$ cat src/design/slu3_pkg.sv
// Shared widths, types and fixed-point helpers of the 3x3 LU solver.
`timescale 1ns / 1ps
package slu3_pkg;

   localparam int DATA_WIDTH  = 32;
   localparam int FRAC_BITS   = 16;
   localparam int PROD_WIDTH  = 2 * DATA_WIDTH;
   localparam int DIV_STEP    = 4;
   localparam int DIV_NQ      = DATA_WIDTH + FRAC_BITS;
   localparam int DIV_STAGES  = (DIV_NQ + DIV_STEP - 1) / DIV_STEP;
   localparam int DIV_NPAD    = DIV_STAGES * DIV_STEP;
   localparam int DIV_LAT     = DIV_STAGES + 2;
   localparam int DIV_LINES   = 5;
   localparam int LINE_A      = 0;
   localparam int LINE_B      = 1;
   localparam int LINE_C      = 2;
   localparam int LINE_D      = 3;
   localparam int LINE_E      = 4;
   localparam int QUEUE_AW    = 2;
   localparam int QUEUE_DEPTH = 1 << QUEUE_AW;

   typedef logic signed [DATA_WIDTH-1:0] word_type;
   typedef logic [DATA_WIDTH-1:0]        umag_type;

   localparam umag_type NEG_LIM = {1'b1, {(DATA_WIDTH-1){1'b0}}};
   localparam umag_type POS_MAX = {1'b0, {(DATA_WIDTH-1){1'b1}}};

   typedef struct packed {
      word_type val;
      logic     sat;
   } res_type;

   // Item after first pivot selection, as held in the queue
   typedef struct packed {
      logic     sing;
      logic     negdet;
      word_type u00, u01, u02, u10, u11, u12, u20, u21, u22;
      word_type v0, v1, v2;
   } front_rec_type;

   // Working record of the solver pipeline; u10/u20 hold l10/l20 once known
   typedef struct packed {
      logic     vld;
      logic     sing;
      logic     negdet;
      logic     sat;
      word_type u00, u01, u02, u10, u11, u12, u20, u21, u22;
      word_type v0, v1, v2;
      word_type l21, x0, x1, x2;
      word_type t0, t1, t2, t3;
   } rec_type;

   function automatic umag_type mag_f(word_type a);
      umag_type u;
      u = umag_type'(a);
      return a[DATA_WIDTH-1] ? umag_type'(-u) : u;
   endfunction

   // Product shifted right by the fraction bits, truncated toward zero, saturated
   function automatic res_type mul_f(word_type a, word_type b);
      logic                  neg;
      logic [PROD_WIDTH-1:0] p;
      logic [PROD_WIDTH-1:0] s;
      logic [PROD_WIDTH-1:0] lim;
      umag_type              m;
      res_type               r;
      neg   = a[DATA_WIDTH-1] ^ b[DATA_WIDTH-1];
      p     = PROD_WIDTH'(mag_f(a)) * PROD_WIDTH'(mag_f(b));
      s     = p >> FRAC_BITS;
      lim   = neg ? PROD_WIDTH'(NEG_LIM) : PROD_WIDTH'(POS_MAX);
      r.sat = s > lim;
      if (r.sat) begin
         s = lim;
      end
      m     = s[DATA_WIDTH-1:0];
      r.val = neg ? word_type'(-m) : word_type'(m);
      return r;
   endfunction

   // Saturating difference
   function automatic res_type sub_f(word_type a, word_type b);
      logic [DATA_WIDTH:0] d;
      res_type             r;
      d     = {a[DATA_WIDTH-1], a} - {b[DATA_WIDTH-1], b};
      r.sat = d[DATA_WIDTH] ^ d[DATA_WIDTH-1];
      if (r.sat) begin
         r.val = d[DATA_WIDTH] ? word_type'(NEG_LIM) : word_type'(POS_MAX);
      end else begin
         r.val = word_type'(d[DATA_WIDTH-1:0]);
      end
      return r;
   endfunction

endpackage

$ cat src/design/slu3_queue.sv
// Short queue between the front end and the solver pipeline.
`timescale 1ns / 1ps
module slu3_queue (
   input  logic                    clock,
   input  logic                    reset,
   input  logic                    push,
   input  slu3_pkg::front_rec_type wdata,
   output logic                    full,
   input  logic                    pop,
   output slu3_pkg::front_rec_type rdata,
   output logic                    empty
);
   import slu3_pkg::*;

   front_rec_type             mem_ff [QUEUE_DEPTH];
   logic [QUEUE_AW-1:0]       wr_ff, wr_in, rd_ff, rd_in;
   logic [QUEUE_AW:0]         count_ff, count_in;
   logic                      do_push, do_pop;

   assign full    = count_ff == (QUEUE_AW+1)'(QUEUE_DEPTH);
   assign empty   = count_ff == '0;
   assign do_push = push && !full;
   assign do_pop  = pop && !empty;
   assign rdata   = mem_ff[rd_ff];

   // Advance pointers and fill count
   always_comb begin
      wr_in    = do_push ? wr_ff + 1'b1 : wr_ff;
      rd_in    = do_pop ? rd_ff + 1'b1 : rd_ff;
      count_in = count_ff + (QUEUE_AW+1)'(do_push) - (QUEUE_AW+1)'(do_pop);
   end

   always_ff @(posedge clock) begin
      if (reset) begin
         wr_ff    <= '0;
         rd_ff    <= '0;
         count_ff <= '0;
      end else begin
         wr_ff    <= wr_in;
         rd_ff    <= rd_in;
         count_ff <= count_in;
      end
   end

   // Store entries
   always_ff @(posedge clock) begin
      if (do_push) begin
         mem_ff[wr_ff] <= wdata;
      end
   end

endmodule

$ cat config.mk
export PLATFORM = sky130hd
export DESIGN_NAME = slu3_queue
export DESIGN_NICKNAME = d
export VERILOG_FILES = /design/src/design/slu3_pkg.sv /design/src/design/slu3_queue.sv
export SDC_FILE = /design/constraint.sdc
export NUM_CORES = 1
export LEC_CHECK = 0
export BUFFER_PORTS_ARGS = -buffer_cell sky130_fd_sc_hd__buf_2
export CORE_MARGIN = 2
export CORE_UTILIZATION = 51
export CTS_CLUSTER_DIAMETER = 30
export CTS_CLUSTER_SIZE = 25
export DETAILED_ROUTE_END_ITERATION = 10
export GPL_TIMING_DRIVEN = 0
export PLACE_DENSITY = 0.75
export REMOVE_ABC_BUFFERS = 1
export SYNTH_ARGS = -nofsm -noshare
export SYNTH_HDL_FRONTEND = slang
export SYNTH_SLANG_ARGS = --single-unit
$ cat constraint.sdc
create_clock -name clock -period 10.2 [get_ports clock]
set_input_delay 0.51 -clock clock [delete_from_list [all_inputs] [get_ports clock]]
set_output_delay 0.51 -clock clock [all_outputs]
set_load 0.01 [all_outputs]
==> out/results.tsv <==
metric	value	unit
outcome	finished clean	
dpl_cell_area	62450	sq um
floorplan.initialDensity	51.55	%
p_seq_share	38.0	%
switchingPower	5.602	mW
hold_slack	0.09408	ns
crit_type	flip-flop to primary output	
path_cells	buf_16 -> buf_16 -> buf_16 -> buf_16 -> buf_16 -> mux4_2 -> buf_2	
switching_share	27.00	%
via_per_inst	5.824	
antenna_found_initial	28	
die_x	335.9	um
path_max_fanout	43	
p_comb_share	19.6	%
grt_pass1_wl	218500	um
grt_start_max_net_pins	61	
cts_tree	yes	
rows	121	
io_buffers	777	
max_freq	230.2	MHz
place_ws	6.681	ns
syn_area_per_cell	27.18	sq um
final_antenna_net_count	0	
final_max_slew_viol_count	0	
boundaryPins	778	
slew_headroom	50.86	%
numCtsBuffers	277	
synth_edf_count	1544	
end_kind	primary output	
core_area	109000	sq um
irDropWorstVdd	0.2737	mV
max_slew.worst_pin.slew	0.7370	ns
wl	151900	um
async_flop_share	0	%
dp_hpwl	76910	um
setup_viol	0	
fin_crit_sh	42.59	%
final_hold_viol_count	0	
skew	0.06945	ns
final_util	68.99	%
wl_per_cell	29.75	um
drt_iter0_markers	2907	
first_pass_iters	5	
yosysMostFrequentCell	edfxtp_1	
netlist-cell-type-count	23	
crit_top_cell	buf_16	
power_frac_clock	42.4	%
via_count	29740	
area_growth	33.84	%
total_leakage_power	25.80	nW
cellPowerDensity	275.9	nW/um^2
ys_top_cells_by_count	1544 x edfxtp_1, 386 x mux4_2, 40 x buf_2	
final.fill_count	6116	
critPathBufInv	6	
drv_cap	0	
cts_root_buf	clkbuf_16	
cp_top_family	buffers and inverters	
synth_area_leader_cell	edfxtp_1	
hold_path_class	primary input to flip-flop	
drive_gt1_share	44.34	%
power	20.75	mW
grt_setup_unrepaired	no	
htreeDepth	5	
track_usage	26.82	%
die_h	335.9	um
layout.nets	3866	
ys_seq_area_share	82.83	%
period_minus_slack	4.344	ns
synth_area	56190	sq um
grt_pass1_vias	32380	
cts.clk_slew.worst_paths	0.06	ns
ys_warn_count	0	
finalSetupTns	0	ns
finalNonFillerCells	5107	
synth.top_cell.area_share	82.51	%
critical_path.slowest_cell	mux4_2	
clock_latency	0.84	ns
clock-sinks	1553	
intPower	15.15	mW
synthCells	2067	
drc_errors	0	
clockBufferDepth	4	
synthTopCellsByArea	edfxtp_1 83%, mux4_2 15%, buf_6 0.78%	
fin_ws	5.856	ns
synth_seq_cells	1553	
ys.flop_type	edfxtp_1	
gr-total-overflow	0	
critPathMaxStageDelay	0.60	ns
dp.cells	4217	
layout.cell_area.non_filler	75210	sq um
crit_arrival	3.83	ns
gp_congestion	0.7881	
worstPathRequired	9.69	ns
dieArea	112800	sq um
start_kind	flip-flop	
## per-layer routing
layer / vias up / GRT usage (%) / part of all wire (%)
met5: - / 0 / 0.017
met4: 6 / 13.26 / 5.2
met3: 441 / 7.970 / 8.8
met2: 1809 / 47.51 / 54
met1: 15500 / 29.40 / 32
li1: 11990 / - / -
## layout make-up
cell class              count  area [sq um]  share of cell area [%]
multi-input cells         419          8956                   11.91
clock buffers             307          7129                   9.480
well taps                1414          1769                   2.352
repair buffers           1210          9014                   11.99
inverters                   8         30.03                 0.03993
diodes                     26         65.06                 0.08651
flip-flops and latches   1553         46550                   61.90
clock inverters           170          1692                   2.249
## sequential cells by signal, indices dropped and copies added, names as in the netlist, named ones only
name / flops
count_ff: 3
mem_ff: 1544
rd_ff: 2
wr_ff: 2
## path summary, 6_finish.rpt
| check | from | end | slack [ns] | cells after the start |
|---|---|---|---|---|
| worst max register to register | count_ff[1]$_SDFF_PP0_ | mem_ff[0][290]$_DFFE_PP_ | 6.92 | 6 |
| worst min register to register | rd_ff[1]$_SDFFE_PP0P_ | flip-flop | 0.51 | 2 |
| worst max-delay path | flip-flop | rdata[257] | 5.86 | 7 |
| worst min-delay path | push | wr_ff[0]$_SDFFE_PP0P_ | 0.09 | 4 |
## placed cells by master, fill, tap and decap left out, types with 26 or more instances in the layout
master         netlist  routed
diode_2              0      26
clkinvlp_4           0      34
clkbuf_1             8      26
mux4_2             386     386
clkinv_1             0      40
edfxtp_1          1544    1544
buf_16               0      44
dlygate4sd3_1        0     387
buf_2               40     777
clkbuf_16            0     281
## kinds of logic after synthesis
group	share of synthesized area, %
xor+xnor	0.04677
flops	82.83
buf+inv	1.245
fa+ha+maj	0.1692
compound gates	0.04899
simple gates	0.1670
mux	15.49
## what timing repair did
action,CTS,global route
hold endpoints to repair,1552,0
buffers inserted,0,0
resized for setup,0,0
hold buffers,387,0
## power groups by stage
stage	registers (mW)	clock network, mW	logic, mW
3_3_place_gp	8.66	0	3.68
3_5_place_dp	7.95	0	3.81
4_1_cts	7.86	8.78	4.04
6_report	7.88	8.79	4.08
2_1_floorplan	8.43	0	2.48
5_1_grt	7.91	9.16	4.26
## worst reg2reg max path, delay by kind of cell, from the launching register on
family,cells,cell delay [ns]
buf+inv,3,1.13
flops,1,0.46
simple gates,3,1.24
(Power assumes the default switching activity.)
