===== src/design/slu3_pkg.sv =====
// Shared widths, types and fixed-point helpers of the 3x3 LU solver.
`timescale 1ns / 1ps
package slu3_pkg;

   localparam int DATA_WIDTH  = 32;
   localparam int FRAC_BITS   = 16;
   localparam int PROD_WIDTH  = 2 * DATA_WIDTH;
   localparam int DIV_STEP    = 4;
   localparam int DIV_NQ      = DATA_WIDTH + FRAC_BITS;
   localparam int DIV_STAGES  = (DIV_NQ + DIV_STEP - 1) / DIV_STEP;
   localparam int DIV_NPAD    = DIV_STAGES * DIV_STEP;
   localparam int DIV_LAT     = DIV_STAGES + 2;
   localparam int DIV_LINES   = 5;
   localparam int LINE_A      = 0;
   localparam int LINE_B      = 1;
   localparam int LINE_C      = 2;
   localparam int LINE_D      = 3;
   localparam int LINE_E      = 4;
   localparam int QUEUE_AW    = 2;
   localparam int QUEUE_DEPTH = 1 << QUEUE_AW;

   typedef logic signed [DATA_WIDTH-1:0] word_type;
   typedef logic [DATA_WIDTH-1:0]        umag_type;

   localparam umag_type NEG_LIM = {1'b1, {(DATA_WIDTH-1){1'b0}}};
   localparam umag_type POS_MAX = {1'b0, {(DATA_WIDTH-1){1'b1}}};

   typedef struct packed {
      word_type val;
      logic     sat;
   } res_type;

   // Item after first pivot selection, as held in the queue
   typedef struct packed {
      logic     sing;
      logic     negdet;
      word_type u00, u01, u02, u10, u11, u12, u20, u21, u22;
      word_type v0, v1, v2;
   } front_rec_type;

   // Working record of the solver pipeline; u10/u20 hold l10/l20 once known
   typedef struct packed {
      logic     vld;
      logic     sing;
      logic     negdet;
      logic     sat;
      word_type u00, u01, u02, u10, u11, u12, u20, u21, u22;
      word_type v0, v1, v2;
      word_type l21, x0, x1, x2;
      word_type t0, t1, t2, t3;
   } rec_type;

   function automatic umag_type mag_f(word_type a);
      umag_type u;
      u = umag_type'(a);
      return a[DATA_WIDTH-1] ? umag_type'(-u) : u;
   endfunction

   // Product shifted right by the fraction bits, truncated toward zero, saturated
   function automatic res_type mul_f(word_type a, word_type b);
      logic                  neg;
      logic [PROD_WIDTH-1:0] p;
      logic [PROD_WIDTH-1:0] s;
      logic [PROD_WIDTH-1:0] lim;
      umag_type              m;
      res_type               r;
      neg   = a[DATA_WIDTH-1] ^ b[DATA_WIDTH-1];
      p     = PROD_WIDTH'(mag_f(a)) * PROD_WIDTH'(mag_f(b));
      s     = p >> FRAC_BITS;
      lim   = neg ? PROD_WIDTH'(NEG_LIM) : PROD_WIDTH'(POS_MAX);
      r.sat = s > lim;
      if (r.sat) begin
         s = lim;
      end
      m     = s[DATA_WIDTH-1:0];
      r.val = neg ? word_type'(-m) : word_type'(m);
      return r;
   endfunction

   // Saturating difference
   function automatic res_type sub_f(word_type a, word_type b);
      logic [DATA_WIDTH:0] d;
      res_type             r;
      d     = {a[DATA_WIDTH-1], a} - {b[DATA_WIDTH-1], b};
      r.sat = d[DATA_WIDTH] ^ d[DATA_WIDTH-1];
      if (r.sat) begin
         r.val = d[DATA_WIDTH] ? word_type'(NEG_LIM) : word_type'(POS_MAX);
      end else begin
         r.val = word_type'(d[DATA_WIDTH-1:0]);
      end
      return r;
   endfunction

endpackage


===== src/design/slu3_front.sv =====
// Front end: zero-column check and first pivot row selection.
`timescale 1ns / 1ps
module slu3_front (
   input  slu3_pkg::word_type      m00,
   input  slu3_pkg::word_type      m01,
   input  slu3_pkg::word_type      m02,
   input  slu3_pkg::word_type      m10,
   input  slu3_pkg::word_type      m11,
   input  slu3_pkg::word_type      m12,
   input  slu3_pkg::word_type      m20,
   input  slu3_pkg::word_type      m21,
   input  slu3_pkg::word_type      m22,
   input  slu3_pkg::word_type      rhs0,
   input  slu3_pkg::word_type      rhs1,
   input  slu3_pkg::word_type      rhs2,
   output slu3_pkg::front_rec_type rec
);
   import slu3_pkg::*;

   umag_type a0, a1, a2;

   assign a0 = mag_f(m00);
   assign a1 = mag_f(m10);
   assign a2 = mag_f(m20);

   // Pick the largest column-0 magnitude; ties keep the earlier row
   always_comb begin
      rec.sing   = (m00 == '0) && (m10 == '0) && (m20 == '0);
      rec.negdet = 1'b0;
      rec.u00 = m00; rec.u01 = m01; rec.u02 = m02; rec.v0 = rhs0;
      rec.u10 = m10; rec.u11 = m11; rec.u12 = m12; rec.v1 = rhs1;
      rec.u20 = m20; rec.u21 = m21; rec.u22 = m22; rec.v2 = rhs2;
      if ((a0 < a1 && a1 < a2) || (a0 >= a1 && a0 < a2)) begin
         rec.negdet = 1'b1;
         rec.u00 = m20; rec.u01 = m21; rec.u02 = m22; rec.v0 = rhs2;
         rec.u20 = m00; rec.u21 = m01; rec.u22 = m02; rec.v2 = rhs0;
      end else if (a0 < a1) begin
         rec.negdet = 1'b1;
         rec.u00 = m10; rec.u01 = m11; rec.u02 = m12; rec.v0 = rhs1;
         rec.u10 = m00; rec.u11 = m01; rec.u12 = m02; rec.v1 = rhs0;
      end
   end

endmodule


===== config.mk =====
export PLATFORM = sky130hd
export DESIGN_NAME = slu3_front
export DESIGN_NICKNAME = d
export VERILOG_FILES = /design/src/design/slu3_pkg.sv /design/src/design/slu3_front.sv
export SDC_FILE = /design/constraint.sdc
export NUM_CORES = 1
export LEC_CHECK = 0
export BUFFER_PORTS_ARGS = -buffer_cell sky130_fd_sc_hd__buf_2
export CELL_PAD_IN_SITES_DETAIL_PLACEMENT = 0
export CELL_PAD_IN_SITES_GLOBAL_PLACEMENT = 1
export CORE_AREA = 4 4 296 298
export DETAILED_ROUTE_END_ITERATION = 10
export DIE_AREA = 0 0 300 302
export PLACE_DENSITY_LB_ADDON = 0.05
export SYNTH_ARGS = -nofsm -noshare
export SYNTH_HDL_FRONTEND = slang
export SYNTH_SLANG_ARGS = --single-unit

===== constraint.sdc =====
create_clock -name vclk -period 6.36
set_clock_uncertainty 0.15 [all_clocks]
set_input_delay 0.318 -clock vclk [all_inputs]
set_output_delay 0.318 -clock vclk [all_outputs]
set_load 0.05 [all_outputs]

==> results of run 1 <==
==> cells in the mapped netlist, types with 4 or more instances <==
master / count / area (µm²)
mux2_2: 504 / 5680
ha_1: 97 / 1210
xnor2_1: 55 / 482
clkbuf_1: 43 / 161
a21oi_1: 40 / 200
nand2_1: 40 / 150
xor2_1: 40 / 350
o21ai_0: 39 / 195
inv_1: 32 / 120
buf_2: 28 / 140
nand4_1: 20 / 125
o31ai_1: 20 / 150
or4_1: 17 / 128
nand3_1: 15 / 75.1
o41ai_1: 14 / 123
nor2_1: 11 / 41.3
mux2i_1: 9 / 90.1
nor3_1: 9 / 45.0
a21o_1: 7 / 52.6
nand2b_1: 6 / 37.5
nor4_1: 6 / 37.5
a211oi_1: 5 / 37.5
buf_1: 5 / 18.8
or3_4: 5 / 56.3
or4_4: 5 / 56.3
a211o_1: 4 / 35.0
o21a_1: 4 / 30.0
==> placed cells by master (no fill, tap or decap), drive strengths merged, types with 20 or more instances in the layout <==
| cell | netlist | final |
|---|---|---|
| a21oi | 40 | 40 |
| buf | 35 | 994 |
| ha | 97 | 97 |
| inv | 32 | 32 |
| mux2 | 504 | 504 |
| nand2 | 40 | 40 |
| nand4 | 20 | 20 |
| o21ai | 40 | 40 |
| o31ai | 23 | 23 |
| or4 | 22 | 22 |
| xnor2 | 55 | 55 |
| xor2 | 40 | 40 |
==> power by group <==
group | switching [mW] | internal, mW | leakage (nW) | total (mW)
logic | 4.27 | 3.02 | 9.73 | 7.29
clock network | 0 | 0.000000345 | 0.000108 | 0.000000345
registers | 0 | 0 | 0 | 0
total | 4.27 | 3.02 | 9.73 | 7.29
==> critical path: cells and delay by family <==
family          cells  cell delay [ps]
simple gates        7             2830
buf+inv             8             1190
compound gates      5              850
fa+ha+maj           1              290
mux                 1              280
xor+xnor            1              150
==> final cells by class <==
cell class / instances / area, µm² / area share
multi-input cells: 1010 / 10400 / 0.496
repair buffers: 1012 / 8940 / 0.428
well taps: 1144 / 1430 / 0.0685
inverters: 32 / 120 / 0.00575
diodes: 17 / 42.5 / 0.00203
==> kinds of logic (layout without fill, tap and decap cells) <==
| family | after synthesis | in the layout |
|---|---|---|
| other | 0 | 17 |
| AOI/OAI and AO/OA | 154 | 154 |
| muxes | 513 | 513 |
| buffers and inverters | 110 | 1044 |
| xor gates and xnor gates | 95 | 95 |
| and+or+nand+nor | 151 | 151 |
| adders and majority gates | 97 | 97 |
==> final timing paths <==
kind / depth (start not counted) / slack (ps) / to / start
min: 3 / 860 / rec[299] / m22[11]
max: 23 / -30 / rec[246] / m00[8]
==> metrics by stage <==
stage	cell area, µm²	TNS (ps)
after detailed placement	17900	-119860
after global placement	17900	-155140
after CTS	19200	-5060
final	20900	-466
after floorplan	10200	-96.0
after global routing	20900	-40820
==> per-layer routing <==
metal,global-route usage,part of all wire,up-vias
li1,-,-,6206
met1,0.202,0.38,6440
met2,0.372,0.56,380
met3,0.0309,0.048,74
met4,0.0134,0.012,20
met5,0,0.0017,-
==> repair_timing <==
| action | 4_1_cts | 5_1_grt |
|---|---|---|
| pin swaps | 12 | 22 |
| cloned | 6 | 16 |
| endpoints found under the setup margin | 384 | 384 |
| gates resized for setup | 265 | 421 |
| buffers inserted | 17 | 16 |
==> impl_metrics.ini, run 1 <==
[critical_path]
start_kind = input port
slowest_delay_ps = 540
critPathMaxFanout = 6
worst_path_max_delay_cell = or4_4
arrival_ps = 5920
worstPathCellList = buf_6 > or4_4 > or4_4 > or3_4 > or4_4 > or3_4 > o31ai_4 > xnor2_2 > ha_1 > buf_6 > a21oi_2 > nand2_1 > a21oi_1 > or4b_4 > a211oi_4 > buf_12 > o211ai_1 > clkbuf_16 > buf_16 > buf_12 > clkbuf_16 > mux2_2 > buf_6
crit_path_end_kind = output port
path_class = input port to output port
crit_required_ps = 5890

[layout]
area_growth_pct = 105
drive_gt1_frac = 0.765
stdcell_count = 3215
regArea_um2 = 0
clkbuf_count = 0
fill_cells = 9343
fin_nets = 2537
postLayoutCoreUtil = 0.246
seq_cell_count = 0

[routing]
vias = 13100
drt_first_pass_iters = 4
drc = 0
ant_nets = 0
wl_per_cell_um = 28.2
first_iter_violations = 420
wirelength_um = 90600
viasPerCell = 4.08

[yosys]
synth_compound_area_frac = 0.102
syn_area_um2 = 10200
synth-adder-area-share = 0.119
yosys.area_share.simple = 0.0859
syn_nets = 1601
ys_seq_area_frac = 0
synth_top_family_by_area = multiplexers
synth_xor_area_frac = 0.0817
synthMuxAreaShare = 0.566
syn_inst = 1120
syn_area_per_cell_um2 = 9.09
ys_warn_count = 0
yosys.cell_types.count = 52

[global_route]
grt_pass1_vias = 13800
grt_util_all_layers = 0.182
grt-ovfl-total = 0
grt_pass1_wl_um = 117000
antenna_found_initial = 41
grt_max_degree = 37

[sta]
max_freq_ghz = 0.157
relSlewSlack = 0.439
rsz0062_at_grt = yes
worst_pin_slew_ps = 841
maxSlewViolCount = 0
finalWorstSetupSlack_ps = -29.8
finalHoldViolCount = 0
min_period_over_period = 1.00
fin_crit_ps = 6390
hold-worst-slack_ps = 856
setup_violations = 29

[placed_design]
dpl.hpwl_um = 78300
place_ws_ps = -411
gp_congestion = 0.918
io_buffers = 770
place_inst = 3147

[status]
outcome = finished with violations
violations = negative setup slack

[die]
pin_count = 770
die_x_um = 300
core_area_um2 = 84900
rows = 107
dieHeight_um = 302
initial_utilization = 0.120
dieArea_um2 = 90600

[power]
peakVddDrop_mv = 0.146
p_leak_nw = 9.73
p_per_area_nw_per_um2 = 349
power_mw = 7.29

[cts]
ctsHoldBuffers = 0

[run]
maxCapViolCount = 0

[worst_hold_path]
holdCritPathClass = input port to output port
Power figures use the tool's default switching activity.
==> run 2: changes to the inputs <==
- RECOVER_POWER: unset -> 25
==> run 2 against run 1 <==
Effect of this change:
- the run still ends with negative setup slack left
- combinational power is essentially flat
- critical path type unchanged
- final cell count is the same
- non-clock buffer count is the same
- power shrank 0.10%
- sequential share of layout area is the same
- setup slack gained 4.6 ps
- largest power group unchanged
- final area is essentially flat
- highest routed layer unchanged
- first-iteration DRC count grew 2.4%
==> impl_metrics.ini, run 2 (synthesized netlist as in run 1, its figures left out) <==
[cts]
ctsHoldBuffers = 0

[sta]
maxSlewViolCount = 0
relSlewSlack = 0.419
fin_crit_ps = 6390
max_freq_ghz = 0.157
finalHoldViolCount = 0
setup_tns_ps = -338
finalWorstSetupSlack_ps = -25.2
worst_pin_slew_ps = 871
min_period_over_period = 1.00
rsz0062_at_grt = yes
setup_violations = 26

[die]
dieHeight_um = 302
rows = 107
initial_utilization = 0.120
core_area_um2 = 84900
die_x_um = 300
dieArea_um2 = 90600
pin_count = 770

[critical_path]
crit_path_end_kind = output port
path_class = input port to output port
slowest_delay_ps = 540
worstPathCellList = buf_6 > or4_4 > or4_4 > or3_4 > or4_4 > or3_4 > o31ai_4 > xnor2_2 > ha_1 > buf_6 > a21oi_2 > nand2_1 > a21oi_1 > or4b_4 > a211oi_4 > buf_12 > o211ai_1 > clkbuf_16 > buf_16 > buf_12 > mux2_4 > buf_6
cp_top_family = simple AND/OR/NAND/NOR gates
start_kind = input port
timing.critical_path.buf_inv = 7
critPathMaxFanout = 8
crit_required_ps = 5890
arrival_ps = 5920
path_depth = 22
worst_path_max_delay_cell = or4_4

[routing]
drt_first_pass_iters = 4
first_iter_violations = 430
viasPerCell = 4.08
wirelength_um = 90600
vias = 13100
wl_per_cell_um = 28.2
drc = 0
ant_nets = 0

[power]
peakVddDrop_mv = 0.146
p_leak_nw = 9.72
p_per_area_nw_per_um2 = 349
power_mw = 7.28

[placed_design]
io_buffers = 770
dpl.hpwl_um = 78300
place_ws_ps = -411
gp_congestion = 0.918
place_inst = 3147

[run]
maxCapViolCount = 0

[layout]
fin_nets = 2537
final_common_cell = buf_2
seq_cell_count = 0
layout_common_cells = buf_2 (492), mux2_2 (411), buf_4 (211), buf_6 (149), ha_1 (96)
area_growth_pct = 105
stdcell_count = 3215
drive_gt1_frac = 0.765
clkbuf_count = 0
regArea_um2 = 0

[worst_hold_path]
hold_depth = 3
holdCritPathClass = input port to output port

[status]
violations = negative setup slack
outcome = finished with violations

[global_route]
antenna_found_initial = 40
grt_max_degree = 37
grt-ovfl-total = 0
grt_util_all_layers = 0.182
grt_pass1_vias = 13800
grt_pass1_wl_um = 117000
-- run 2: path summary, 6_finish.rpt --
| path | start | end | slack (ps) |
|---|---|---|---|
| min | m22[11] | rec[299] | 860 |
| max | m00[8] | rec[52] | -30 |
-- run 2: final cells by class --
type                            instances  area, µm²
Inverter                               32        120
Timing Repair Buffer                 1012       8930
Antenna cell                           17       42.5
Multi-Input combinational cell       1010      10400
Fill cell                            9346      64000
Tap cell                             1144       1430
-- run 2: metal layers --
metal  track usage  part of all wire  vias to the layer above  routed length (µm)
li1              -                 -                     6209                   -
met2         0.372              0.56                      386               50700
met5             0            0.0017                        -                 154
met4        0.0134             0.012                       20                1120
met1         0.202              0.38                     6432               34400
met3        0.0309             0.048                       74                4340
-- run 2: timing repair --
item	4_1_cts	5_1_grt
resized for setup	265	421
endpoints found under the setup margin	384	384
pin swaps	12	22
gates cloned	6	16
setup buffers	17	16
-- run 2: metrics by stage --
step / hold WS [ps] / area, µm² / util
after detailed placement: 880 / 17900 / 0.211
after global placement: 885 / 17900 / 0.211
after global routing: 858 / 20900 / 0.246
after floorplan: 766 / 10200 / -
final: 856 / 20900 / 0.246
after CTS: 860 / 19200 / 0.226
-- run 2: power breakdown --
part,internal (mW),switching (mW)
Combinational,3.02,4.27
Clock,0.000000345,0
Sequential,0,0
Total,3.02,4.27
==> run 3: changes to the inputs <==
==> constraint.sdc (replaced) <==
create_clock -name vclk -period 7.75
set_clock_uncertainty 0.15 [all_clocks]
set_input_delay 2.325 -clock vclk [all_inputs]
set_output_delay 2.325 -clock vclk [all_outputs]
set_load 0.05 [all_outputs]
==> run 3 against run 2 <==
Effect of this change:
- the run still ends with negative setup slack left
- flip-flop and latch count unchanged
- setup slack worse by 2600 ps
- hold slack improved by 4000 ps
- die area unchanged
- count of clock-buffer cells in the layout did not move
- final cell count up 4.4%
- final area up 16%
- non-clock buffer count increased by 147
- sequential share of layout area unchanged
- power fell by 4.3%
- via count grew 7.6%
- first-iteration DRC count up 43%
- critical endpoint is now rec[80]
- highest routed layer unchanged
==> impl_metrics.ini, run 3 (synthesized netlist as in run 1, its figures left out) <==
[sta]
fin_crit_ps = 10380
setup_tns_ps = -962720
finalWorstSetupSlack_ps = -2630
min_period_over_period = 1.34
worst_pin_slew_ps = 460
rsz0062_at_grt = yes
relSlewSlack = 0.691
setup_violations = 386
hold-worst-slack_ps = 4870
max_freq_ghz = 0.0964
finalHoldViolCount = 0
maxSlewViolCount = 0

[placed_design]
dpl.hpwl_um = 83500
place_ws_ps = -3230
placed_cell_area_um2 = 18300
io_buffers = 770
gp_congestion = 0.957

[cts]
ctsHoldBuffers = 0

[die]
rows = 107
core_area_um2 = 84900
die_x_um = 300
initial_utilization = 0.120
pin_count = 770
dieHeight_um = 302
dieArea_um2 = 90600

[critical_path]
critPathMaxFanout = 9
crit_required_ps = 5280
path_class = input port to output port
crit_path_end_kind = output port
arrival_ps = 7900
start_kind = input port

[routing]
drt_first_pass_iters = 5
ant_nets = 0
wl_per_cell_um = 29.8
viasPerCell = 4.20
drc = 0
wirelength_um = 100000
vias = 14100
first_iter_violations = 615

[layout]
drive_gt1_frac = 0.782
clkbuf_count = 0
final_common_cell = buf_2
seq_cell_count = 0
fin_nets = 2684
area_growth_pct = 137
layout_common_cells = buf_2 (408), buf_4 (306), mux2_4 (287), mux2_2 (217), buf_8 (164)
regArea_um2 = 0
finish.instance_area_um2 = 24200

[global_route]
antenna_found_initial = 38
grt-ovfl-total = 0
grtUsageMet3 = 0.0390
grt_pass1_vias = 14800
grt_max_degree = 32
grt_pass1_wl_um = 126000
global_route.usage.met1 = 0.237
grt_util_all_layers = 0.196
use_met2 = 0.368
busiest_layer = met2

[power]
peakVddDrop_mv = 0.184
p_per_area_nw_per_um2 = 288
p_leak_nw = 11.8
power_mw = 6.97

[worst_hold_path]
holdCritPathClass = input port to output port

[status]
outcome = finished with violations
violations = negative setup slack

[run]
maxCapViolCount = 0
## run 3: cell count changes in the layout (fill, tap and decap cells not counted), moves of 3 or more
cell | previous run | this run
buf_16 | 16 | 19
buf_6 | 149 | 138
buf_8 | 31 | 164
buf_4 | 211 | 306
mux2_4 | 93 | 287
diode_2 | 17 | 12
buf_2 | 492 | 408
mux2_2 | 411 | 217
buf_12 | 92 | 97
clkbuf_16 | 16 | 24
## run 3: layer usage
layer  vias up  wire [µm]
li1       6481          -
met1      7011      40600
met2       505      50800
met3        99       6200
met4        16       2320
met5         -         93
## run 3: worst paths after layout
path / from / end / slack (ps) / cells past startpoint
max: m00[6] / rec[80] / -2630 / 21
min: m12[2] / rec[194] / 4870 / 3
## run 3: report_power, final
group | internal (mW) | switching, mW
Clock | 0.000000211 | 0
Combinational | 3.15 | 3.82
Sequential | 0 | 0
Total | 3.15 | 3.82
## run 3: area by class of cell
| cell class | instances | area (µm²) |
|---|---|---|
| diodes | 12 | 30.0 |
| fillers | 9128 | 60700 |
| inverters | 32 | 120 |
| multi-input cells | 1010 | 11100 |
| well taps | 1144 | 1430 |
| repair buffers | 1159 | 11400 |
## run 3: critical path, stage by stage
cell	delay, ps
buf_6	90
or4_4	560
or4_4	540
or3_4	360
or4_4	450
or3_4	360
o31ai_4	210
xnor2_2	150
ha_1	280
nand4_1	120
or2_4	180
a21oi_4	40
or4b_4	560
a211oi_4	240
buf_12	170
buf_12	190
buf_16	160
buf_12	110
mux2_2	310
mux2_2	280
buf_4	200
## run 3: what timing repair did
| action | 4_1_cts | 5_1_grt |
|---|---|---|
| setup buffers | 30 | 19 |
| setup endpoints to repair | 386 | 386 |
| gates cloned | 18 | 33 |
| pin swaps | 17 | 11 |
| gates resized for setup | 549 | 859 |
## run 3: stage by stage
stage	util	instances
floorplan	-	1120
global placement	0.216	3263
detailed placement	0.216	3263
CTS	0.248	3311
global route	0.284	3347
finish	0.285	3357
